[config.mk]
export PLATFORM = sky130hd
export DESIGN_NAME = info_frame_deframer
export DESIGN_NICKNAME = d
export VERILOG_FILES = /design/src/hdl/ifd_pkg.sv /design/src/hdl/info_frame_deframer.sv /design/src/hdl/ifd_engine.sv
export SDC_FILE = /design/constraint.sdc
export NUM_CORES = 1
export LEC_CHECK = 0
export BUFFER_PORTS_ARGS = -buffer_cell sky130_fd_sc_hd__buf_4
export CAP_MARGIN = 20
export CORE_MARGIN = 5
export CORE_UTILIZATION = 60
export DETAILED_ROUTE_END_ITERATION = 12
export PLACE_DENSITY = 0.9
export SYNTH_ARGS = -nofsm -noshare
export SYNTH_HDL_FRONTEND = slang
export SYNTH_SLANG_ARGS = --single-unit
export TNS_END_PERCENT = 100
[constraint.sdc]
create_clock -name clock -period 5.7 [get_ports clock]
set_clock_uncertainty 0.1 [all_clocks]
set_input_delay 1.425 -clock clock [delete_from_list [all_inputs] [get_ports clock]]
set_output_delay 1.425 -clock clock [all_outputs]
set_load 0.05 [all_outputs]
[src/hdl/ifd_pkg.sv]
// shared types, register indexes, parse phase codes and reset values for the deframer
package ifd_pkg;

   // default payload limit
   localparam int MAX_PAYLOAD_DEF = 1024;

   // register indexes on the csr port
   localparam logic [2:0] CSR_FLAG_BYTE   = 3'd0;
   localparam logic [2:0] CSR_ESCAPE_BYTE = 3'd1;
   localparam logic [2:0] CSR_SENDER_ADDR = 3'd2;
   localparam logic [2:0] CSR_CTRL_ZERO   = 3'd3;
   localparam logic [2:0] CSR_CTRL_ONE    = 3'd4;

   // register reset values
   localparam logic [7:0] FLAG_BYTE_RST   = 8'h7E;
   localparam logic [7:0] ESCAPE_BYTE_RST = 8'h7D;
   localparam logic [7:0] SENDER_ADDR_RST = 8'h03;
   localparam logic [7:0] CTRL_ZERO_RST   = 8'h00;
   localparam logic [7:0] CTRL_ONE_RST    = 8'h40;

   // xor applied to the byte after an escape
   localparam logic [7:0] STUFF_XOR = 8'h20;

   // parse phases
   localparam logic [2:0] PH_HUNT = 3'd0;
   localparam logic [2:0] PH_FLAG = 3'd1;
   localparam logic [2:0] PH_ADDR = 3'd2;
   localparam logic [2:0] PH_CTRL = 3'd3;
   localparam logic [2:0] PH_BODY = 3'd4;

   // result kinds
   localparam logic KIND_PAYLOAD = 1'b0;
   localparam logic KIND_VERDICT = 1'b1;

   typedef struct packed {
      logic [7:0] flag_byte;
      logic [7:0] escape_byte;
      logic [7:0] sender_address;
      logic [7:0] info_control_zero;
      logic [7:0] info_control_one;
   } ifd_cfg_type;

   typedef struct packed {
      logic       result_kind;
      logic [7:0] payload_byte;
      logic       frame_accepted;
      logic       ack_sequence;
      logic       frame_sequence;
   } ifd_result_type;

endpackage

[src/hdl/info_frame_deframer.sv]
// top level of the byte-stuffed information frame deframer
// Receive side of a flag-delimited, byte-stuffed link layer. Raw line bytes enter
// on the req_ channel one item per cycle while rsp_ takes its results, with no
// bubbles needed between them. Each byte is first captured in an input register;
// once the output slot can move, the parse state (header hunt, destuffing, trailer
// hold-back, xor check) is updated in a single pass and any result is loaded into
// the rsp_ output register. The block sustains one byte per cycle while rsp_ does
// not stall; the limit is the single-pass parse state update. While a result waits
// on rsp_ the parse state holds, and the input register takes at most one more
// byte before req_ready drops. Results: payload bytes (result_kind 0), delayed by
// one body byte because the last destuffed byte is the xor trailer, and one verdict
// per frame at the closing flag (result_kind 1) with RR/REJ, receiver sequence bit,
// frame sequence bit and saturated payload length. Downstream drops the payload of
// a rejected frame. The user must write registers on csr_ only while the block is
// idle; the block itself does not enforce this.
module info_frame_deframer #(
   parameter int MAX_PAYLOAD = ifd_pkg::MAX_PAYLOAD_DEF,
   parameter int LEN_W       = $clog2(MAX_PAYLOAD + 1)
) (
   input  logic             clock,
   input  logic             reset,
   // csr write port
   input  logic             csr_write_en,
   input  logic [2:0]       csr_index,
   input  logic [7:0]       csr_wdata,
   // raw line bytes
   input  logic             req_valid,
   output logic             req_ready,
   input  logic [7:0]       req_rx_byte,
   // payload bytes and verdicts
   output logic             rsp_valid,
   input  logic             rsp_ready,
   output logic             rsp_result_kind,
   output logic [7:0]       rsp_payload_byte,
   output logic             rsp_frame_accepted,
   output logic             rsp_ack_sequence,
   output logic             rsp_frame_sequence,
   output logic [LEN_W-1:0] rsp_payload_length
);
   import ifd_pkg::*;

   // configuration registers
   ifd_cfg_type cfg_ff;

   // input register
   logic       in_valid_ff, in_valid_in;
   logic [7:0] in_byte_ff;

   // output register
   logic             out_valid_ff, out_valid_in;
   ifd_result_type   out_res_ff;
   logic [LEN_W-1:0] out_len_ff;

   // engine results
   logic             eng_valid;
   ifd_result_type   eng_res;
   logic [LEN_W-1:0] eng_len;

   logic accept;
   logic advance;
   logic step;

   // output slot is free or being emptied this cycle
   assign advance   = !out_valid_ff || rsp_ready;
   // the byte in the input register is processed when the output slot can move
   assign step      = in_valid_ff && advance;
   assign req_ready = !in_valid_ff || advance;
   assign accept    = req_valid && req_ready;

   always_comb begin
      in_valid_in = in_valid_ff;
      if (accept)    in_valid_in = 1'b1;
      else if (step) in_valid_in = 1'b0;
   end

   always_comb begin
      out_valid_in = out_valid_ff;
      if (advance) out_valid_in = eng_valid;
   end

   always_ff @(posedge clock) begin
      if (reset) begin
         cfg_ff.flag_byte         <= FLAG_BYTE_RST;
         cfg_ff.escape_byte       <= ESCAPE_BYTE_RST;
         cfg_ff.sender_address    <= SENDER_ADDR_RST;
         cfg_ff.info_control_zero <= CTRL_ZERO_RST;
         cfg_ff.info_control_one  <= CTRL_ONE_RST;
      end else if (csr_write_en) begin
         case (csr_index)
            CSR_FLAG_BYTE:   cfg_ff.flag_byte         <= csr_wdata;
            CSR_ESCAPE_BYTE: cfg_ff.escape_byte       <= csr_wdata;
            CSR_SENDER_ADDR: cfg_ff.sender_address    <= csr_wdata;
            CSR_CTRL_ZERO:   cfg_ff.info_control_zero <= csr_wdata;
            CSR_CTRL_ONE:    cfg_ff.info_control_one  <= csr_wdata;
            default:         ; // unknown index, write dropped
         endcase
      end
   end

   always_ff @(posedge clock) begin
      if (reset) begin
         in_valid_ff  <= 1'b0;
         out_valid_ff <= 1'b0;
      end else begin
         in_valid_ff  <= in_valid_in;
         out_valid_ff <= out_valid_in;
      end
   end

   // payload registers
   always_ff @(posedge clock) begin
      if (accept) in_byte_ff <= req_rx_byte;
      if (eng_valid) begin
         out_res_ff <= eng_res;
         out_len_ff <= eng_len;
      end
   end

   ifd_engine #(
      .MAX_PAYLOAD (MAX_PAYLOAD),
      .LEN_W       (LEN_W)
   ) u_engine (
      .clock      (clock),
      .reset      (reset),
      .cfg        (cfg_ff),
      .step       (step),
      .rx_byte    (in_byte_ff),
      .res_valid  (eng_valid),
      .res        (eng_res),
      .res_length (eng_len)
   );

   assign rsp_valid          = out_valid_ff;
   assign rsp_result_kind    = out_res_ff.result_kind;
   assign rsp_payload_byte   = out_res_ff.payload_byte;
   assign rsp_frame_accepted = out_res_ff.frame_accepted;
   assign rsp_ack_sequence   = out_res_ff.ack_sequence;
   assign rsp_frame_sequence = out_res_ff.frame_sequence;
   assign rsp_payload_length = out_len_ff;

endmodule

[src/hdl/ifd_engine.sv]
// parse state machine, destuffing, trailer hold-back and verdict logic
module ifd_engine #(
   parameter int MAX_PAYLOAD = ifd_pkg::MAX_PAYLOAD_DEF,
   parameter int LEN_W       = $clog2(MAX_PAYLOAD + 1)
) (
   input  logic                   clock,
   input  logic                   reset,
   input  ifd_pkg::ifd_cfg_type   cfg,
   input  logic                   step,
   input  logic [7:0]             rx_byte,
   output logic                   res_valid,
   output ifd_pkg::ifd_result_type res,
   output logic [LEN_W-1:0]       res_length
);
   import ifd_pkg::*;

   localparam int CNT_W = $clog2(MAX_PAYLOAD + 2);
   localparam logic [CNT_W-1:0] MAX_CNT = CNT_W'(MAX_PAYLOAD);

   logic [2:0]       phase_ff,   phase_in;
   logic [7:0]       ctrl_ff,    ctrl_in;
   logic [7:0]       held_ff,    held_in;
   logic             hv_ff,      hv_in;
   logic             esc_ff,     esc_in;
   logic [7:0]       par_ff,     par_in;
   logic [CNT_W-1:0] cnt_ff,     cnt_in;
   logic             rseq_ff,    rseq_in;

   logic       ok;
   logic       take;
   logic [7:0] data;
   logic       emit;

   assign ok = hv_ff && !esc_ff && (cnt_ff <= MAX_CNT) && (par_ff == held_ff);

   always_comb begin
      phase_in   = phase_ff;
      ctrl_in    = ctrl_ff;
      held_in    = held_ff;
      hv_in      = hv_ff;
      esc_in     = esc_ff;
      par_in     = par_ff;
      cnt_in     = cnt_ff;
      rseq_in    = rseq_ff;
      emit       = 1'b0;
      res        = '0;
      res_length = '0;
      take       = 1'b0;
      data       = rx_byte;
      case (phase_ff)
         PH_HUNT: begin
            if (rx_byte == cfg.flag_byte) phase_in = PH_FLAG;
         end
         PH_FLAG: begin
            if (rx_byte == cfg.sender_address)  phase_in = PH_ADDR;
            else if (rx_byte == cfg.flag_byte)  phase_in = PH_FLAG;
            else                                phase_in = PH_HUNT;
         end
         PH_ADDR: begin
            if (rx_byte == cfg.info_control_zero || rx_byte == cfg.info_control_one) begin
               ctrl_in  = rx_byte;
               phase_in = PH_CTRL;
            end else if (rx_byte == cfg.flag_byte) begin
               phase_in = PH_FLAG;
            end else begin
               phase_in = PH_HUNT;
            end
         end
         PH_CTRL: begin
            if (rx_byte == (ctrl_ff ^ cfg.sender_address)) begin
               held_in  = '0;
               hv_in    = 1'b0;
               esc_in   = 1'b0;
               par_in   = '0;
               cnt_in   = '0;
               phase_in = PH_BODY;
            end else if (rx_byte == cfg.flag_byte) begin
               phase_in = PH_FLAG;
            end else begin
               phase_in = PH_HUNT;
            end
         end
         PH_BODY: begin
            if (rx_byte == cfg.flag_byte) begin
               // closing flag: verdict, then hunt for a new opening flag
               emit               = 1'b1;
               res.result_kind    = KIND_VERDICT;
               res.frame_accepted = ok;
               res.ack_sequence   = rseq_ff;
               res.frame_sequence = (ctrl_ff != cfg.info_control_zero) &&
                                    (ctrl_ff == cfg.info_control_one);
               res_length         = (cnt_ff > MAX_CNT) ? LEN_W'(MAX_PAYLOAD)
                                                       : cnt_ff[LEN_W-1:0];
               if (ok) rseq_in = ~rseq_ff;
               phase_in = PH_HUNT;
               held_in  = '0;
               hv_in    = 1'b0;
               esc_in   = 1'b0;
               par_in   = '0;
               cnt_in   = '0;
            end else if (esc_ff) begin
               data   = rx_byte ^ STUFF_XOR;
               esc_in = 1'b0;
               take   = 1'b1;
            end else if (rx_byte == cfg.escape_byte) begin
               esc_in = 1'b1;
            end else begin
               take = 1'b1;
            end
            if (take) begin
               // release the byte held back, keep the new one as possible trailer
               if (hv_ff) begin
                  emit             = 1'b1;
                  res.result_kind  = KIND_PAYLOAD;
                  res.payload_byte = held_ff;
                  par_in           = par_ff ^ held_ff;
                  if (cnt_ff <= MAX_CNT) cnt_in = cnt_ff + 1'b1;
               end
               held_in = data;
               hv_in   = 1'b1;
            end
         end
         default: begin
            phase_in = PH_HUNT;
         end
      endcase
   end

   assign res_valid = step && emit;

   always_ff @(posedge clock) begin
      if (reset) begin
         phase_ff <= PH_HUNT;
         ctrl_ff  <= '0;
         held_ff  <= '0;
         hv_ff    <= 1'b0;
         esc_ff   <= 1'b0;
         par_ff   <= '0;
         cnt_ff   <= '0;
         rseq_ff  <= 1'b1;
      end else if (step) begin
         phase_ff <= phase_in;
         ctrl_ff  <= ctrl_in;
         held_ff  <= held_in;
         hv_ff    <= hv_in;
         esc_ff   <= esc_in;
         par_ff   <= par_in;
         cnt_ff   <= cnt_in;
         rseq_ff  <= rseq_in;
      end
   end

endmodule

Word-level counts from Yosys, hierarchy flattened
Cells that the tools add are included.
- output and inout port bits: 25
- register bits: 114
- reduce and logical (&&, ||, !) cells: 30
- multiplexer cells: 44
- equality and inequality tests: 21
- magnitude comparators: 2
- $add $sub $neg: 1
- bitwise gates (word level): 6
- operators with widths (operator ; count):
    $mux 11 ; 6
    $eq 8x8->1 ; 8
    $mux 8 ; 6
    $pmux 8 s2 ; 2
    $pmux 11 s2 ; 1
    $mux 9 ; 2
    $mux 1 ; 17
    $xor 8x8->8 ; 2
    $mux 3 ; 5
    $pmux 3 s5 ; 1
    $eq 3x2->1 const B ; 4
    $mux 6 ; 2
    $reduce_and 2->1 ; 6
    $reduce_and 3->1 ; 4
    $add 11x1->11 const B ; 1
    $gt 11x11->1 const B ; 1
    $le 11x11->1 const B ; 1
    $ne 8x8->1 ; 1
    $reduce_and 4->1 ; 2
    $logic_and 1x1->1 ; 7
    $eq 3x1->1 const B ; 2
    $eq 3x3->1 const B ; 2
    $logic_not 3->1 ; 2
    $ne 2x1->1 const B ; 3
    other kinds (7) ; 16

Logic depth before layout (Yosys ltp)
Gate-level depths: netlist (run 1).
- depth after elaboration: 8
- mapped depth: 9
- mapped depth without buffers: 7

By module
From an unflattened synthesis (run 1), not the netlist that was laid out.
- cells, all modules: 562
- area total of the unflattened synthesis: 5835.6 um^2
- modules (own cells, without submodules) (module ; instances ; sequential area each (um^2) ; area each (um^2) ; cells an instance):
    ifd_engine ; 1 ; 820.8 ; 3169.3 ; 367
    info_frame_deframer ; 1 ; 1771.7 ; 2666.3 ; 195

Worst setup path after synthesis (run 1)
Ideal clock, no wire load.
- path kind: input to output
- start point: input port rsp_ready
- end point: output port req_ready
- path buffers: 0
- cell stages on the path: 2
- arrival time: 1.903 ns
- path slack: 2.272 ns
- path through: nor2b_1 nand2_1
- word-level cells in the longest chain between the ends: 2
- RTL lines (element ; RTL line ; source):
    from (decl) ; info_frame_deframer.sv:32 ; input logic rsp_ready,
    $logic_or 1x1->1 ; info_frame_deframer.sv:64 ; assign advance = !out_valid_ff || rsp_ready;
    $logic_or 1x1->1 ; info_frame_deframer.sv:67 ; assign req_ready = !in_valid_ff || advance;
    to (decl) ; info_frame_deframer.sv:28 ; output logic req_ready,
No other way between the ends.

Worst setup path in the final report (run 1)
Ends and elaborated chain as after synthesis.

==> results of run 1 <==
==> cell families after synthesis <==
| logic type | share of synthesized area, % |
|---|---|
| fa+ha+maj | 0.445 |
| buf+inv | 3.98 |
| xor+xnor | 14.0 |
| simple gates | 22.6 |
| mux | 2.85 |
| flops | 46.1 |
| compound gates | 9.99 |
==> per-stage QoR <==
stage / cell area (sq um) / utilization (%) / hold slack, ns
6_report: 6510 / 70.8 / 0.372
5_1_grt: 6510 / 70.8 / 0.400
4_1_cts: 6510 / 70.8 / 0.375
3_5_place_dp: 5930 / 64.5 / 0.367
3_3_place_gp: 5930 / 64.5 / 0.357
2_1_floorplan: 5620 / - / 0.345
==> Yosys cell counts, types with 3 or more instances <==
cell type / instances / area share, %
xnor2_1: 29 / 4.5
dfxtp_1: 83 / 30
o21ai_0: 11 / 0.98
nor2b_1: 5 / 0.56
nand2_1: 81 / 5.4
buf_6: 6 / 1.2
nor2_1: 34 / 2.3
edfxtp_1: 31 / 17
xnor2_2: 4 / 1.2
inv_1: 9 / 0.60
o211ai_1: 4 / 0.53
and3_1: 20 / 2.2
buf_4: 4 / 0.53
a22o_1: 8 / 1.2
nand4_1: 9 / 1.0
nor3_1: 14 / 1.2
a21oi_1: 34 / 3.0
mux2i_1: 16 / 2.8
nor4_1: 11 / 1.2
a31oi_1: 3 / 0.33
buf_2: 4 / 0.36
nor3b_1: 6 / 0.80
xnor3_2: 7 / 3.0
and2_1: 10 / 1.1
xor2_1: 32 / 5.0
nand3_1: 24 / 2.1
clkbuf_1: 12 / 0.80
o21a_1: 3 / 0.40
nand3b_1: 7 / 0.93
nand4b_1: 3 / 0.47
==> worst paths after layout <==
path                       from         endpoint  slack [ns]  depth (start not counted)
setup / recovery      rsp_ready        req_ready        2.14                          4
hold / removal       cfg_ff[39]       cfg_ff[39]        0.37                          2
setup reg to reg  in_byte_ff[2]  rsp_result_kind        2.54                          4
hold reg to reg      cfg_ff[39]       cfg_ff[39]        0.37                          2
==> routing by layer <==
metal	vias to the layer above	global-route usage, %	share of wire, %
met2	287	45.1	51
met4	0	14.1	4.0
met3	69	6.14	8.5
met1	2183	29.6	37
li1	2100	-	-
met5	-	0	0
==> cell type report <==
cell class,instances,area (sq um)
Clock buffer,21,439
Clock inverter,11,139
Fill cell,620,2690
Inverter,9,33.8
Multi-Input combinational cell,418,2810
Sequential cell,114,2590
Tap cell,111,139
Timing Repair Buffer,48,360
==> flip-flops by register name, indices dropped and copies added (netlist names), 3 cells and up <==
register / cells
rsp_payload_length: 11
u_engine.held_ff: 8
u_engine.phase_ff: 3
u_engine.ctrl_ff: 8
cfg_ff: 40
rsp_payload_byte: 8
u_engine.par_ff: 8
u_engine.cnt_ff: 11
in_byte_ff: 8
==> worst max-delay path: stages <==
cell     delay (ns)
buf_4          0.11
nor2b_1        0.21
nand2_1        0.10
buf_4          0.19
==> power by group through the flow <==
stage | clock (uW) | combinational [uW] | sequential [uW]
floorplan | 0 | 86.2 | 866
global placement | 0 | 90.9 | 886
detailed placement | 0 | 95.5 | 886
CTS | 1030 | 97.3 | 870
global route | 1070 | 107 | 872
finish | 1040 | 98.1 | 871
==> impl_metrics.yaml, run 1 <==
run_status:
  status: "complete, no violations"
floorplan:
  boundaryPins: 49
  dieArea_sq_mm: 0.0114
  rows: 35
  die_h_microns: 107
  initial_core_util_pct: 61.1
  placeableCoreArea_sq_mm: 0.00920
  die_x_microns: 107
grt:
  grt_first_pass_wirelength_mm: 23.1
  grtUsageTotal_pct: 26.0
  grt_pass1_vias: 4734
  grt_overflow_total: 0
  antenna_found_initial: 0
  grt_max_degree: 59
hold_path:
  hold_class: "flip-flop to flip-flop"
power:
  clock_power_share_pct: 51.7
  powerDensity_mw_per_mm2: 308
  vdd_drop_max_v: 0.000215
  total_power_uw: 2000
  seqPwrFrac_pct: 43.4
  p_sw_share_pct: 22.2
  leakagePower_uw: 0.00252
  pwr-share-comb_pct: 4.9
  p_sw_uw: 444
  p_int_uw: 1560
placement:
  dp.cells: 700
  globalplace.congestion: 0.953
  hpwl_mm: 9.41
  post-place-ws_ns: 2.13
  port_buffers: 48
sta:
  tightestPinTransition_ns: 0.935
  setup_viol: 0
  relSlewSlack_pct: 37.7
  drv_slew: 0
  final.setup.tns_ns: 0
  finalCriticalPeriod_ns: 3.56
  fin_crit_sh_pct: 62.5
  fin_ws_ns: 2.14
  max_freq_ghz: 0.281
  rsz0062_at_grt: "false"
  finalHoldViolCount: 0
synthesis:
  synth_cells: 571
  synthesis.nets: 597
  yosys_warnings: 0
  synth_cell_types: 64
  yosys_register_bits: 114
  synth-async-reset-ratio_pct: 0
  synthFlopType: "dfxtp_1"
  synth_edf_count: 31
  seq_area_frac_synth_pct: 46.1
  syn_area_sq_mm: 0.00562
  avgSynthCellArea_sq_um: 9.85
clock_tree:
  root_buffer: "clkbuf_8"
  clkLatencyLatePin_ns: 0.52
  cts_buffers: 17
  htreeDepth: 4
  path_clk_slew_ns: 0.06
  post_cts_resized: 0
  postCtsSetupBuffers: 0
  holdBufCountCts: 0
  cts_num_sinks: 114
  clk_path_buf_depth: 2
  cts_tree: "done"
cells_and_area:
  layout-drive-gt1-share_pct: 15.9
  layout.cells.non_filler: 732
  layout_commonest_cell: "dfxtp_1"
  most-common-layout-cells: "83 x dfxtp_1, 81 x nand2_1, 48 x buf_4, 34 x nor2_1, 34 x a21oi_1"
  nets: 634
  syn2layout_area_growth_pct: 15.8
  antenna_cells: 0
critical_path:
  crit_required_ns: 4.18
  critPathArrivalTime_ns: 2.04
  critPathMaxFanout: 3
  cp-start-kind: "primary input"
  path_class: "primary input to output pin"
  end_kind: "output pin"
detailed_routing:
  ant_nets: 0
  drt_wl_total_mm: 14.2
  drt_iter0_markers: 352
  wire_per_inst_microns: 19.4
  vias: 4639
  drc: 0
  viasPerCell: 6.34
  drtPass1Iterations: 5
job:
  drv_cap: 0
Power figures use the tool's default switching activity.
==> inputs of run 2 (changes only) <==
==> constraint.sdc (replaced) <==
create_clock -name clock -period 3.5 [get_ports clock]
set_clock_uncertainty 0.1 [all_clocks]
set_input_delay 0.875 -clock clock [delete_from_list [all_inputs] [get_ports clock]]
set_output_delay 0.875 -clock clock [all_outputs]
set_load 0.05 [all_outputs]
==> run 2 against run 1 <==
Net effect:
- final cell count up 0.82%
- sequential share of layout area down 0.26 points
- worst setup slack worse by 1.5 ns
- first-iteration DRC count down 14%
- largest cell class unchanged
- global-route usage up 0.31 points
- flip-flop and latch count unchanged
==> impl_metrics.yaml, run 2 (same netlist as run 1, synthesis figures left out) <==
run_status:
  status: "complete, no violations"
floorplan:
  rows: 35
  dieArea_sq_mm: 0.0114
  die_x_microns: 107
  boundaryPins: 49
  initial_core_util_pct: 61.1
  placeableCoreArea_sq_mm: 0.00920
  die_h_microns: 107
sta:
  finalCriticalPeriod_ns: 2.83
  final.setup.tns_ns: 0
  fin_crit_sh_pct: 80.7
  rsz0062_at_grt: "false"
  finalHoldViolCount: 0
  drv_slew: 0
  setup_viol: 0
  max_freq_ghz: 0.354
  relSlewSlack_pct: 38.0
  holdWs_ns: 0.376
  tightestPinTransition_ns: 0.927
grt:
  antenna_found_initial: 0
  grt_max_degree: 59
  grt_pass1_vias: 4657
  grt_overflow_total: 0
  grtUsageTotal_pct: 26.4
  grt_first_pass_wirelength_mm: 23.4
detailed_routing:
  viasPerCell: 6.25
  wire_per_inst_microns: 19.6
  drt_iter0_markers: 302
  drt_wl_total_mm: 14.5
  drtPass1Iterations: 5
  ant_nets: 0
  vias: 4613
  drc: 0
placement:
  port_buffers: 48
  hpwl_mm: 9.81
  globalplace.congestion: 0.948
clock_tree:
  path_clk_slew_ns: 0.05
  htreeDepth: 4
  cts_num_sinks: 114
  clkLatencyLatePin_ns: 0.52
  post_cts_resized: 0
  cts_tree: "done"
  root_buffer: "clkbuf_8"
  cts_buffers: 17
  postCtsSetupBuffers: 0
  holdBufCountCts: 0
  clk_path_buf_depth: 2
cells_and_area:
  layout_commonest_cell: "dfxtp_1"
  nets: 640
  syn2layout_area_growth_pct: 16.5
  largest_reg_flops: 40
  layout-drive-gt1-share_pct: 16.9
  antenna_cells: 0
  regMostFlops: "cfg_ff"
  most-common-layout-cells: "83 x dfxtp_1, 81 x nand2_1, 54 x buf_4, 34 x nor2_1, 34 x a21oi_1"
hold_path:
  min_path_cells: 2
  hold_class: "flip-flop to flip-flop"
critical_path:
  crit_required_ns: 3.60
  cp-start-kind: "flip-flop"
  critPathMaxFanout: 23
  end_kind: "flip-flop"
  path_class: "flip-flop to flip-flop"
  worst-r2r-cell-count: 5
  critPathArrivalTime_ns: 2.92
job:
  drv_cap: 0
power:
  leakagePower_uw: 0.00256
  vdd_drop_max_v: 0.000411
  powerDensity_mw_per_mm2: 500
-- run 2: worst max-delay path, stage by stage, from the launching register on --
cell and delay [ns]:
edfxtp_1 0.68, xor2_1 0.31, nor4_4 0.10, a31oi_2 0.78
o21a_1 0.24, buf_4 0.28
-- run 2: per-layer routing --
layer | vias to the layer above | track usage, % | wire length [microns] | part of all wire [%]
met2 | 242 | 45.3 | 7200 | 50
met5 | - | 0 | 0 | 0
li1 | 2118 | - | - | -
met3 | 60 | 7.16 | 1130 | 7.8
met1 | 2193 | 30.5 | 5520 | 38
met4 | 0 | 12.4 | 623 | 4.3
-- run 2: metrics by stage --
stage                     util [%]  instances  setup WS (ns)  cell area [sq um]  total power, uW
after global routing          71.2        738          0.519               6550             3370
after global placement        65.0        706          0.769               5980             1590
after CTS                     71.2        738          0.717               6550             3270
final                         71.2        738          0.675               6550             3270
after detailed placement      65.0        706          0.703               5980             1600
after floorplan                  -        571           1.11               5620             1550
-- run 2: layout make-up --
| cell class | instances | area [sq um] |
|---|---|---|
| inverters | 9 | 33.8 |
| repair buffers | 54 | 405 |
| clock buffers | 21 | 439 |
| fillers | 651 | 2650 |
| multi-input cells | 418 | 2810 |
| well taps | 111 | 139 |
| clock inverters | 11 | 136 |
| flip-flops and latches | 114 | 2590 |
-- run 2: final timing paths --
check,from,end,slack [ns]
worst max-delay path,in_byte_ff[6],rsp_payload_byte[2],0.67
worst min-delay path,u_engine.par_ff[4],u_engine.par_ff[4],0.38
worst max register to register,in_byte_ff[6],rsp_payload_byte[2],0.67
worst min register to register,u_engine.par_ff[4],u_engine.par_ff[4],0.38
-- run 2: report_power, final --
part           switching (uW)  internal [uW]  total (uW)  leakage (uW)
sequential               45.1           1370        1420      0.000913
clock                     596           1090        1690      0.000275
combinational            89.3           76.7         166       0.00137
total                     731           2540        3270       0.00256
==> inputs of run 3 (changes only) <==
==> constraint.sdc (replaced) <==
create_clock -name clock -period 2.88 [get_ports clock]
set_clock_uncertainty 0.1 [all_clocks]
set_input_delay 0.72 -clock clock [delete_from_list [all_inputs] [get_ports clock]]
set_output_delay 0.72 -clock clock [all_outputs]
set_load 0.05 [all_outputs]
==> run 3 against run 2 <==
Net effect:
- total power grew 17%
- routed wire length shrank 1.2%
- core utilization grew 0.38 points
- global-route usage shrank 0.66 points
- fmax grew 7.0%
- critical path type unchanged
==> impl_metrics.yaml, run 3 (same netlist as run 1, synthesis figures left out) <==
power:
  pwr-share-comb_pct: 6.0
  seqPwrFrac_pct: 44.3
  p_sw_uw: 889
  p_int_uw: 2950
  leakagePower_uw: 0.00259
  p_sw_share_pct: 23.2
  total_power_uw: 3840
  vdd_drop_max_v: 0.000440
  clock_power_share_pct: 49.7
  powerDensity_mw_per_mm2: 583
hold_path:
  min_from: "req_rx_byte[7]"
  min_path_cells: 1
  hold_end: "in_byte_ff[7]"
  hold_class: "primary input to flip-flop"
cells_and_area:
  design_area_sq_mm: 0.00659
  antenna_cells: 0
  largest_reg_flops: 40
  layout-drive-gt1-share_pct: 18.0
  final_util_pct: 71.6
  nets: 648
  layout_commonest_cell: "dfxtp_1"
  regMostFlops: "cfg_ff"
  most-common-layout-cells: "83 x dfxtp_1, 81 x nand2_1, 61 x buf_4, 34 x nor2_1, 34 x a21oi_1"
  syn2layout_area_growth_pct: 17.2
sta:
  finalHoldViolCount: 0
  holdWs_ns: 0.280
  relSlewSlack_pct: 39.5
  setup_viol: 0
  fin_crit_sh_pct: 91.7
  tightestPinTransition_ns: 0.905
  drv_slew: 0
  final.setup.tns_ns: 0
  max_freq_ghz: 0.379
  finalCriticalPeriod_ns: 2.64
  rsz0062_at_grt: "false"
clock_tree:
  root_buffer: "clkbuf_8"
  clk_path_buf_depth: 2
  holdBufCountCts: 0
  post_cts_resized: 0
  cts_buffers: 17
  htreeDepth: 4
  cts_tree: "done"
  cts_num_sinks: 114
  path_clk_slew_ns: 0.06
  postCtsSetupBuffers: 0
  clkLatencyLatePin_ns: 0.51
detailed_routing:
  ant_nets: 0
  drt_iter0_markers: 344
  drt_wl_total_mm: 14.3
  viasPerCell: 6.22
  wire_per_inst_microns: 19.2
  drtPass1Iterations: 5
  drc: 0
  vias: 4638
critical_path:
  critPathLaunch: "in_byte_ff[7]"
  reg2reg_to: "u_engine.cnt_ff[7]"
  crit_required_ns: 3.18
  reg2reg_slack_ns: 0.24
  critPathMaxFanout: 8
  path_class: "flip-flop to flip-flop"
  r2r-start: "in_byte_ff[7]"
  end_kind: "flip-flop"
  worst-r2r-cell-count: 7
  critPathArrivalTime_ns: 2.95
  cp-start-kind: "flip-flop"
grt:
  grt_pass1_vias: 4452
  antenna_found_initial: 0
  grt_overflow_total: 0
  grt_first_pass_wirelength_mm: 23.0
  grt_max_degree: 34
  grtUsageTotal_pct: 25.7
floorplan:
  rows: 35
  die_x_microns: 107
  dieArea_sq_mm: 0.0114
  die_h_microns: 107
  boundaryPins: 49
  placeableCoreArea_sq_mm: 0.00920
  initial_core_util_pct: 61.1
placement:
  globalplace.congestion: 0.921
  port_buffers: 48
  place_area_sq_mm: 0.00605
  hpwl_mm: 10.0
run_status:
  status: "complete, no violations"
job:
  drv_cap: 0
## run 3: power groups by stage
stage                     sequential (uW)  combinational [uW]  clock (uW)
after CTS                            1700                 227        1910
after floorplan                      1710                 171           0
after global placement               1730                 215           0
after detailed placement             1730                 224           0
final                                1700                 230        1910
after global routing                 1700                 244        1980
## run 3: final cells by class
| class | instances | area (sq um) |
|---|---|---|
| Timing Repair Buffer | 62 | 478 |
| Fill cell | 635 | 2610 |
| Sequential cell | 114 | 2590 |
| Clock inverter | 10 | 83.8 |
| Inverter | 9 | 33.8 |
| Clock buffer | 22 | 454 |
| Multi-Input combinational cell | 418 | 2810 |
| Tap cell | 111 | 139 |
## run 3: layer usage
layer / GRT usage, % / part of all wire (%)
met5: 0 / 0
met4: 13.0 / 4.2
met3: 5.72 / 7.3
met2: 42.3 / 48
met1: 31.7 / 40
## run 3: metrics by stage
stage               worst slack [ns]  cells
floorplan                      0.490    571
global placement               0.293    714
detailed placement             0.276    714
CTS                            0.275    746
global route                   0.101    746
finish                         0.239    746
## run 3: worst max path at each step
stage          slack (ns)            endpoint  cells after the start
4_1_cts              0.27  u_engine.cnt_ff[7]                      7
5_1_grt              0.10  u_engine.cnt_ff[6]                      6
3_5_place_dp         0.28  u_engine.cnt_ff[7]                      7
6_report             0.24  u_engine.cnt_ff[7]                      7
2_1_floorplan        0.49    rsp_ack_sequence                      6
3_3_place_gp         0.29  u_engine.cnt_ff[7]                      7
## run 3: critical path, stage by stage, from the launching register on
cell      delay [ns]
edfxtp_1        0.48
buf_4           0.23
xnor3_2         0.23
nand4_2         0.12
nor4_1          0.59
nor2_1          0.34
o21a_1          0.26
o21a_1          0.17
